File: src/rtl/rmoe_pkg.sv
// Shared types and constants for the range map to address-map entry block.
// Used by every RTL file and by the checker; depends on nothing.
`default_nettype none

package rmoe_pkg;

    localparam logic [31:0] INVALID_TO = 32'h8000_0000;

    localparam logic OP_PAIR   = 1'b0;
    localparam logic OP_FINISH = 1'b1;

    localparam logic CFG_WINDOW_START = 1'b0;
    localparam logic CFG_WINDOW_END   = 1'b1;

    localparam logic [31:0] WINDOW_END_RESET = 32'h8000_0000;

    typedef struct packed {
        logic        op;
        logic [30:0] img_base;
        logic [31:0] img_len;
        logic [30:0] src_base;
        logic [31:0] src_len;
    } in_item_t;

    typedef struct packed {
        logic [31:0] map_from;
        logic [31:0] map_to;
        logic        last_of_run;
        logic        truncated;
    } out_item_t;

    typedef struct packed {
        logic [33:0] next_addr;
        logic        reached;
    } step_res_t;

    typedef enum logic [2:0] {
        S_IDLE,
        S_MUL,
        S_CHECK,
        S_GAP,
        S_BODY,
        S_CAP
    } rmoe_state_t;

endpackage

`default_nettype wire

File: src/rtl/rmoe_step_unit.sv
// Shared step unit: advances the repeat address by the old size and decides
// whether the repeat sequence ends. Depends on rmoe_pkg.
`default_nettype none

module rmoe_step_unit #(
    parameter int MAX_REPEATS = 32
) (
    input  wire logic [33:0]                        acc,
    input  wire logic [31:0]                        step,
    input  wire logic [32:0]                        limit,
    input  wire logic [$clog2(MAX_REPEATS+1)-1:0]   cnt,
    output rmoe_pkg::step_res_t                     res
);
    import rmoe_pkg::*;

    localparam int CNT_W = $clog2(MAX_REPEATS + 1);
    localparam logic [CNT_W-1:0] CNT_LAST = CNT_W'(MAX_REPEATS - 1);

    logic [33:0] sum;

    assign sum = acc + {2'b00, step};

    always_comb
    begin
        res.next_addr = sum;
        res.reached   = (sum >= {1'b0, limit}) || (cnt == CNT_LAST);
    end

endmodule

`default_nettype wire

File: src/rtl/range_map_to_omap_entries.sv
// Flow: an accepted request passes through the setup states S_MUL and S_CHECK, then one entry per cycle
// while the output side takes them; a skipped request frees the input after S_CHECK.
// A new request is taken only in S_IDLE, once every entry of the previous request is pushed.
// Reset: asynchronous, active low; clears the run, the sequencer and the output
// valid, and returns the window registers to their reset values.
// Top level of the range map to address-map entry block; depends on rmoe_pkg, rmoe_step_unit.
`default_nettype none

module range_map_to_omap_entries #(
    parameter int MAX_REPEATS = 32
) (
    input  wire logic                clk,
    input  wire logic                rst_n,
    input  wire logic                in_valid,
    output      logic                in_ready,
    input  wire rmoe_pkg::in_item_t  in_item,
    output      logic                out_valid,
    input  wire logic                out_ready,
    output      rmoe_pkg::out_item_t out_item,
    input  wire logic                cfg_valid,
    output      logic                cfg_ready,
    input  wire logic                cfg_index,
    input  wire logic [31:0]         cfg_data
);
    import rmoe_pkg::*;

    localparam int CNT_W  = $clog2(MAX_REPEATS + 1);
    localparam int PROD_W = 32 + CNT_W;

    rmoe_state_t       state_reg, state_next;
    in_item_t          item_reg, item_next;
    logic [30:0]       ws_reg;
    logic [31:0]       we_reg;
    logic [32:0]       ra_reg, ra_next;
    logic              started_reg, started_next;
    logic              past_reg, past_next;
    logic              trunc_reg, trunc_next;
    logic              single_reg, single_next;
    logic [32:0]       ne_reg, ne_next;
    logic [PROD_W-1:0] prod_reg, prod_next;
    logic [33:0]       acc_reg, acc_next;
    logic [CNT_W-1:0]  cnt_reg, cnt_next;
    out_item_t         out_reg, out_next;
    logic              out_valid_reg, out_valid_next;

    step_res_t         step;
    logic              can_push;
    logic              push;
    out_item_t         push_item;
    logic              long_pair;

    rmoe_step_unit #(
        .MAX_REPEATS(MAX_REPEATS)
    ) u_step (
        .acc   (acc_reg),
        .step  (item_reg.src_len),
        .limit (ne_reg),
        .cnt   (cnt_reg),
        .res   (step)
    );

    assign in_ready  = (state_reg == S_IDLE);
    assign cfg_ready = 1'b1;
    assign out_valid = out_valid_reg;
    assign out_item  = out_reg;
    assign can_push  = !out_valid_reg || out_ready;
    assign long_pair = item_reg.img_len > item_reg.src_len;

    always_comb
    begin
        state_next   = state_reg;
        item_next    = item_reg;
        ra_next      = ra_reg;
        started_next = started_reg;
        past_next    = past_reg;
        trunc_next   = trunc_reg;
        single_next  = single_reg;
        ne_next      = ne_reg;
        prod_next    = prod_reg;
        acc_next     = acc_reg;
        cnt_next     = cnt_reg;
        push         = 1'b0;
        push_item    = '{map_from: ra_reg[31:0], map_to: INVALID_TO,
                         last_of_run: 1'b0, truncated: trunc_reg};

        case (state_reg)
            S_IDLE:
            begin
                if (in_valid)
                begin
                    item_next = in_item;
                    if (!started_reg)
                    begin
                        ra_next      = {2'b00, ws_reg};
                        started_next = 1'b1;
                        past_next    = 1'b0;
                    end
                    state_next = S_MUL;
                end
            end
            S_MUL:
            begin
                ne_next    = {2'b00, item_reg.img_base} + {1'b0, item_reg.img_len};
                prod_next  = PROD_W'(item_reg.src_len) * PROD_W'(MAX_REPEATS);
                state_next = S_CHECK;
            end
            S_CHECK:
            begin
                if (item_reg.op == OP_FINISH)
                begin
                    trunc_next = 1'b0;
                    state_next = (ra_reg < {1'b0, we_reg}) ? S_GAP : S_CAP;
                end
                else if (past_reg || (ne_reg < {2'b00, ws_reg}))
                begin
                    state_next = S_IDLE;
                end
                else if (we_reg < {1'b0, item_reg.img_base})
                begin
                    past_next  = 1'b1;
                    state_next = S_IDLE;
                end
                else
                begin
                    trunc_next  = long_pair && ((item_reg.src_len == 32'd0) ||
                                  ({{CNT_W{1'b0}}, item_reg.img_len} > prod_reg));
                    single_next = !long_pair || (item_reg.src_len == 32'd0);
                    acc_next    = {3'b000, item_reg.img_base};
                    cnt_next    = '0;
                    state_next  = (ra_reg < {2'b00, item_reg.img_base}) ? S_GAP : S_BODY;
                end
            end
            S_GAP:
            begin
                if (can_push)
                begin
                    push       = 1'b1;
                    state_next = (item_reg.op == OP_FINISH) ? S_CAP : S_BODY;
                end
            end
            S_BODY:
            begin
                push_item = '{map_from: acc_reg[31:0],
                              map_to: {1'b0, item_reg.src_base},
                              last_of_run: single_reg || step.reached,
                              truncated: trunc_reg};
                if (can_push)
                begin
                    push     = 1'b1;
                    acc_next = step.next_addr;
                    cnt_next = cnt_reg + 1'b1;
                    if (single_reg || step.reached)
                    begin
                        if (single_reg || trunc_reg)
                        begin
                            ra_next = ne_reg;
                        end
                        else
                        begin
                            ra_next = step.next_addr[33] ? '1 : step.next_addr[32:0];
                        end
                        state_next = S_IDLE;
                    end
                end
            end
            S_CAP:
            begin
                push_item = '{map_from: we_reg, map_to: INVALID_TO,
                              last_of_run: 1'b1, truncated: 1'b0};
                if (can_push)
                begin
                    push         = 1'b1;
                    started_next = 1'b0;
                    past_next    = 1'b0;
                    state_next   = S_IDLE;
                end
            end
            default:
            begin
                state_next = S_IDLE;
            end
        endcase

        out_next       = out_reg;
        out_valid_next = out_valid_reg;
        if (push)
        begin
            out_next       = push_item;
            out_valid_next = 1'b1;
        end
        else if (out_ready)
        begin
            out_valid_next = 1'b0;
        end
    end

    always_ff @(posedge clk or negedge rst_n)
    begin
        if (!rst_n)
        begin
            state_reg     <= S_IDLE;
            ra_reg        <= '0;
            started_reg   <= 1'b0;
            past_reg      <= 1'b0;
            out_valid_reg <= 1'b0;
            ws_reg        <= '0;
            we_reg        <= WINDOW_END_RESET;
        end
        else
        begin
            state_reg     <= state_next;
            ra_reg        <= ra_next;
            started_reg   <= started_next;
            past_reg      <= past_next;
            out_valid_reg <= out_valid_next;
            if (cfg_valid)
            begin
                case (cfg_index)
                    CFG_WINDOW_START: ws_reg <= cfg_data[30:0];
                    CFG_WINDOW_END:   we_reg <= cfg_data;
                    default:          we_reg <= we_reg;
                endcase
            end
        end
    end

    always_ff @(posedge clk)
    begin
        item_reg   <= item_next;
        trunc_reg  <= trunc_next;
        single_reg <= single_next;
        ne_reg     <= ne_next;
        prod_reg   <= prod_next;
        acc_reg    <= acc_next;
        cnt_reg    <= cnt_next;
        out_reg    <= out_next;
    end

endmodule

`default_nettype wire

File: config.mk
export PLATFORM = sky130hd
export DESIGN_NAME = range_map_to_omap_entries
export DESIGN_NICKNAME = d
export VERILOG_FILES = /design/src/rtl/rmoe_pkg.sv /design/src/rtl/rmoe_step_unit.sv /design/src/rtl/range_map_to_omap_entries.sv
export SDC_FILE = /design/constraint.sdc
export NUM_CORES = 1
export LEC_CHECK = 0
export BUFFER_PORTS_ARGS = -buffer_cell sky130_fd_sc_hd__buf_2
export CORE_ASPECT_RATIO = 0.6
export CORE_UTILIZATION = 45
export DETAILED_ROUTE_END_ITERATION = 16
export PLACE_DENSITY = 0.75
export SETUP_SLACK_MARGIN = 0.1
export SLEW_MARGIN = 15
export SYNTH_ARGS = -nofsm -noshare
export SYNTH_HDL_FRONTEND = slang
export SYNTH_SLANG_ARGS = --single-unit
File: constraint.sdc
create_clock -name clk -period 12 [get_ports clk]
set_input_delay 0.6 -clock clk [delete_from_list [all_inputs] [get_ports clk]]
set_output_delay 0.6 -clock clk [all_outputs]
set_load 0.01 [all_outputs]
-- Word level (Yosys, flattened, before mapping)
Cells that the tools add are included.
- bits in registers: 402
- output and inout bits: 69
- bits of input ports: 165
- latch bits: 0
- bits in read-only memories: 0
- word-level logic and storage cells: 127
- memory bits (writable): 0
- memories: 0
- multipliers: 0
- mux-type cells: 45
- equality and inequality tests: 18
- div/mod/pow operators: 0
- add/sub/neg operators: 3
- bitwise logic cells: 4
- $lt $le $gt $ge: 7
- shift operators: 0
- reductions and logical operators: 28
- operator list (kind ; number):
    $mux W33 ; 6
    $mux W34 ; 4
    $pmux W66 S2 ; 1
    $pmux W34 S2 ; 1
    $lt A33 B31 Y1 ; 2
    $pmux W33 S2 ; 1
    $gt A32 B37 Y1 ; 1
    $add A34 B32 Y34 ; 1
    $ge A34 B33 Y1 ; 1
    $add A31 B32 Y33 ; 1
    $lt A33 B32 Y1 ; 1
    $gt A32 B32 Y1 ; 1
    $logic_not A32 Y1 ; 1
    $lt A32 B31 Y1 ; 1
    $mux W3 ; 10
    $mux W6 ; 4
    $ne A2 B2 Y1 const B ; 12
    $pmux W3 S6 ; 1
    $reduce_and A5 Y1 ; 3
    $mux W1 ; 14
    $pmux W6 S2 ; 1
    $reduce_bool A2 Y1 ; 4
    $logic_or A1 B1 Y1 ; 7
    $reduce_and A7 Y1 ; 1
    16 further kinds ; 25

-- Depth between registers and ports, before layout
- depth in word-level cells: 7
- depth in mapped cells: 24
- gate-level depth less buffers: 22

-- By module
A second synthesis with hierarchy kept.
- cells, all modules: 2262
- area total of the unflattened synthesis: 23757.8 um^2
- modules (own cells, without submodules) (module ; times used ; cells an instance ; seq. area each (um^2) ; area an instance (um^2)):
    range_map_to_omap_entries ; 1 ; 1883 ; 11562.3 ; 21006.4
    rmoe_step_unit ; 1 ; 379 ; 0.0 ; 2751.4

-- Worst setup path after synthesis
Ideal clock, no wire load.
- path type: register to register
- start: register state_reg[0]
- end: register item_reg[0] (netlist name), enable pin
- data required time: 11229 ps
- arrival: 9428 ps
- buffers on the path: 2
- library setup time: 771 ps
- stages on the path, launching flop included: 4
- period minus slack after synthesis: 10199 ps
- path slack: 1801 ps
- cells stage by stage: dfrtp_1 > clkbuf_1 > clkbuf_1 > nor3_1
- cells in the longest elaborated chain, start to end: 2
- RTL lines (item ; RTL line ; source):
    start, declared ; range_map_to_omap_entries.sv:30 ; rmoe_state_t state_reg, state_next;
    start signal, assigned ; range_map_to_omap_entries.sv:211 ; state_reg <= state_next;
    $logic_not A3 Y1 ; range_map_to_omap_entries.sv:86 ; case (state_reg)
    $reduce_and A2 Y1 (no line) ; - ;
    end signal, assigned ; range_map_to_omap_entries.sv:229 ; item_reg <= item_next;
    end, declared ; range_map_to_omap_entries.sv:31 ; in_item_t item_reg, item_next;
No other way between the ends.
A chain may end at the register's enable or synchronous reset.

-- Worst setup path in the final report
- start: register item_reg[0] (netlist name)
- end: register ra_reg[7]
- cells in the longest elaborated chain, start to end: 6
- elaborated cells on any way between the ends: 11
- those cells by class: add/sub (1); order compare (1); eq/ne (1); mux (5); reduce/logical (3)
- RTL lines (item ; RTL line ; source):
    $add A34 B32 Y34 (*) ; rmoe_step_unit.sv:21 ; assign sum = acc + {2'b00, step};
    $ge A34 B33 Y1 or $mux W33 (tied branches) ; rmoe_step_unit.sv:26, range_map_to_omap_entries.sv:160 ;
    $logic_or A1 B1 Y1 or $mux W33 (tied branches) ; rmoe_step_unit.sv:26, range_map_to_omap_entries.sv:154 ;
    $logic_or A1 B1 Y1 or $mux W33 (tied branches) ; range_map_to_omap_entries.sv:152 ; if (single_reg || step.reached)
    $ne A2 B2 Y1 (no line) or $mux W33 (tied branches) ; - ;
    $reduce_and A5 Y1 (no line) or $pmux W33 S2 (tied branches) ; - ;
    end signal, assigned ; range_map_to_omap_entries.sv:212 ; ra_reg <= ra_next;
    end, declared ; range_map_to_omap_entries.sv:34 ; logic [32:0] ra_reg, ra_next;
Mark *: on every way between the ends. The rest lies on a longest branch, timed or not. The select of a mux whose other input is x is not followed.

==> impl_results.md <==
* CP Max Fanout at 20
* # setup viols final at 0
* Register bit count reported by yosys at 402
* Hold Crit Class: primary input to asynchronous set/reset pin
* Final worst path period share at 0.595
* Cells after DPL at 2998
* Final max-slew violation count at 0
* H-tree levels at 2
* Hold Violations, Final at 0
* PortBufs at 232
* Num rows at 64
* RSZ-0062 raised after global routing: no
* Vias per cell at 5.97
* Fmax at 0.140 GHz
* Final Net Count at 2793
* Initial Util at 0.458
* Final worst setup slack at 4.86 ns
* Syn Nets at 2565
* Non-filler instance count after layout at 3077
* Top-count cell post-synth: edfxtp_1
* Yosys top cell by area: edfxtp_1
* Drt wl/cell at 25.0 µm
* Netlist cell types at 79
* Proportion of layout cells with a drive suffix above 1 at 0.170
* Largest net degree at the start of global routing at 101
* Register area share after synthesis at 0.494
* Syn avg cell area at 11.0 µm²
* First drt pass iteration count at 6
* Critical Path RT at 12.46 ns
* Postcts setup bufs at 0
* Synth-to-layout area growth at 14.3%
* Setup WS pre-CTS at 5.07 ns
* DRC Markers at 0
* Routability cong. at 1.04
* Peak supply drop at 0.125 mV
* Synthesized area at 23400 µm²
* Starting DRT DRC Count at 2421
* Hold_buf cts at 0
* CTS resizes at 0
* Synth Flop Type: edfxtp_1
* Synth top area cells: edfxtp_1 (38%), ha_1 (15%), dfrtp_1 (11%), o21ai_0 (3.6%), inv_1 (3.3%)
* DP HPWL at 59.8 mm
* Lkg Pwr at 11.9 nW
* Vias at 18400
* Endpoint class of the critical path: flop
* Clock skew at 0.0271 ns
* Slew headroom at 0.233
* Max Cap Violations at 0
* Asr flop ratio synth at 0.254
* Yosys warns at 0
* IO Count at 234
* TritonCTS Sinks at 402
* Root Buffer: clkbuf_16
* Die area at 53000 µm²
* Cells after synthesis at 2121
* Number of global-route vias before repair at 17300
* Status: complete, no violations
* Pwr Density at 249 nW/µm²
* Period minus WS final at 7.14 ns
* First-pass GRT wire length at 112 mm
* Top cell type's share of synthesized area at 0.385
* Detail Route Antenna Nets at 0
* Core area at 51200 µm²
* Max FFs per register at 127
* All-Layer GR Usage at 0.290
* Total CTS buffers at 42
* Crit path DAT at 7.60 ns
* Most frequent cells after synthesis: edfxtp_1 (300), ha_1 (277), inv_1 (207)
* CTS tree: built
* Post-synth EDFFs at 300
* Initial antenna violation count at 4
* DIE HEIGHT at 179 µm
* Slew at the pin closest to its max-slew limit at 1.14 ns
* Crit start category: flop
* Setup TNS at 0 ns
* Final Routed Wirelength at 76.8 mm
* GRT overflow at 0
* Crit Path Category: flop to flop
* Maximum buffer depth of the clock tree at 3
* Clock-pin transition on the worst setup and hold timing paths at 0.07 ns
* Clk Latency, worst-skew pair at 0.57 ns
* Die width at 296 µm
-- worst paths after layout --
check	slack (ns)	cells after the start	from	end
worst max-delay path	4.86	22	item_reg[0]	ra_reg[7]
worst min-delay path	0.05	1	rst_n	we_reg[5]
worst max register to register	4.86	22	item_reg[0]	ra_reg[7]
worst min register to register	0.53	0	item_reg[15]	prod_reg[20]
max in group asynchronous	10.71	2	rst_n	we_reg[22]
min in group clk	0.20	1	in_item[59]	item_reg[59]
-- area by class of cell --
type | count | area (µm²)
antenna | 1 | 2.50
multi-input combinational | 1446 | 10800
tap | 693 | 867
inverter | 208 | 781
timing repair buffer | 249 | 1290
sequential | 402 | 11600
clock buffer | 44 | 1070
fill | 4508 | 24400
clock inverter | 34 | 352
-- metal layers --
layer | track usage | share of wire | vias up | wire length (µm)
met5 | 0 | 0.00017 | - | 13
met4 | 0.0500 | 0.015 | 2 | 1170
met3 | 0.102 | 0.13 | 91 | 10300
met2 | 0.376 | 0.38 | 1009 | 29100
met1 | 0.455 | 0.47 | 8975 | 36200
li1 | - | - | 8291 | -
-- kinds of logic after synthesis --
logic type / Yosys count / share of synthesized area
AO/OA/AOI/OAI: 545 / 0.147
XOR/XNOR: 61 / 0.0231
adder cells (fa/ha/maj): 279 / 0.150
buffers and inverters: 273 / 0.0453
flip-flops: 402 / 0.494
multiplexers: 88 / 0.0404
other: 1 / 0.000160
AND/OR/NAND/NOR: 472 / 0.100
-- critical path, stage by stage, from the launching register on --
cell,delay [ns]
edfxtp_1,0.54
ha_1,0.31
fa_1,0.44
a211oi_1,0.28
o21a_1,0.29
a211o_1,0.22
a21oi_1,0.09
o32ai_2,0.30
o21ai_1,0.21
a221oi_2,0.47
mux2i_1,0.22
or2_2,0.33
ha_1,0.31
and4_1,0.19
o311a_1,0.15
a211oi_1,0.05
o21ai_0,0.18
a21oi_1,0.11
a2111oi_0,0.47
o221a_2,0.36
o41a_1,0.70
buf_4,0.43
mux2_2,0.38
-- through the flow --
| step | power (mW) | area, µm² | hold WS [ns] | util |
|---|---|---|---|---|
| 2_1_floorplan | 4.19 | 23400 | 0.304 | - |
| 3_3_place_gp | 5.11 | 25300 | 0.498 | 0.495 |
| 3_5_place_dp | 5.21 | 25300 | 0.517 | 0.495 |
| 4_1_cts | 6.59 | 26800 | 0.0567 | 0.523 |
| 5_1_grt | 7.04 | 26800 | 0.0869 | 0.523 |
| 6_report | 6.67 | 26800 | 0.0538 | 0.523 |
-- where the power goes --
group          switching (mW)  internal, mW  leakage, nW
clock                   0.601         0.767        0.679
sequential              0.400          2.04         4.03
combinational            1.82          1.04         7.23
total                    2.82          3.85         11.9
-- layout by cell type, fill, tap and decap left out, types with 22 or more instances in the layout --
master | synthesis | routed
edfxtp_1 | 300 | 300
ha_1 | 277 | 277
buf_2 | 4 | 231
inv_1 | 207 | 207
o21ai_0 | 169 | 169
nand2_1 | 162 | 162
a21oi_1 | 122 | 122
dfrtp_1 | 101 | 100
a21o_1 | 94 | 94
nor2_1 | 64 | 60
mux2_2 | 52 | 52
clkbuf_16 | 0 | 42
and3_1 | 41 | 41
nand4_1 | 41 | 41
nor3_1 | 41 | 40
xnor2_1 | 40 | 40
mux2i_1 | 36 | 36
nand3_1 | 25 | 25
nand2b_1 | 26 | 25
o22ai_1 | 22 | 22
Note: power is estimated with default switching activity, not from simulation.
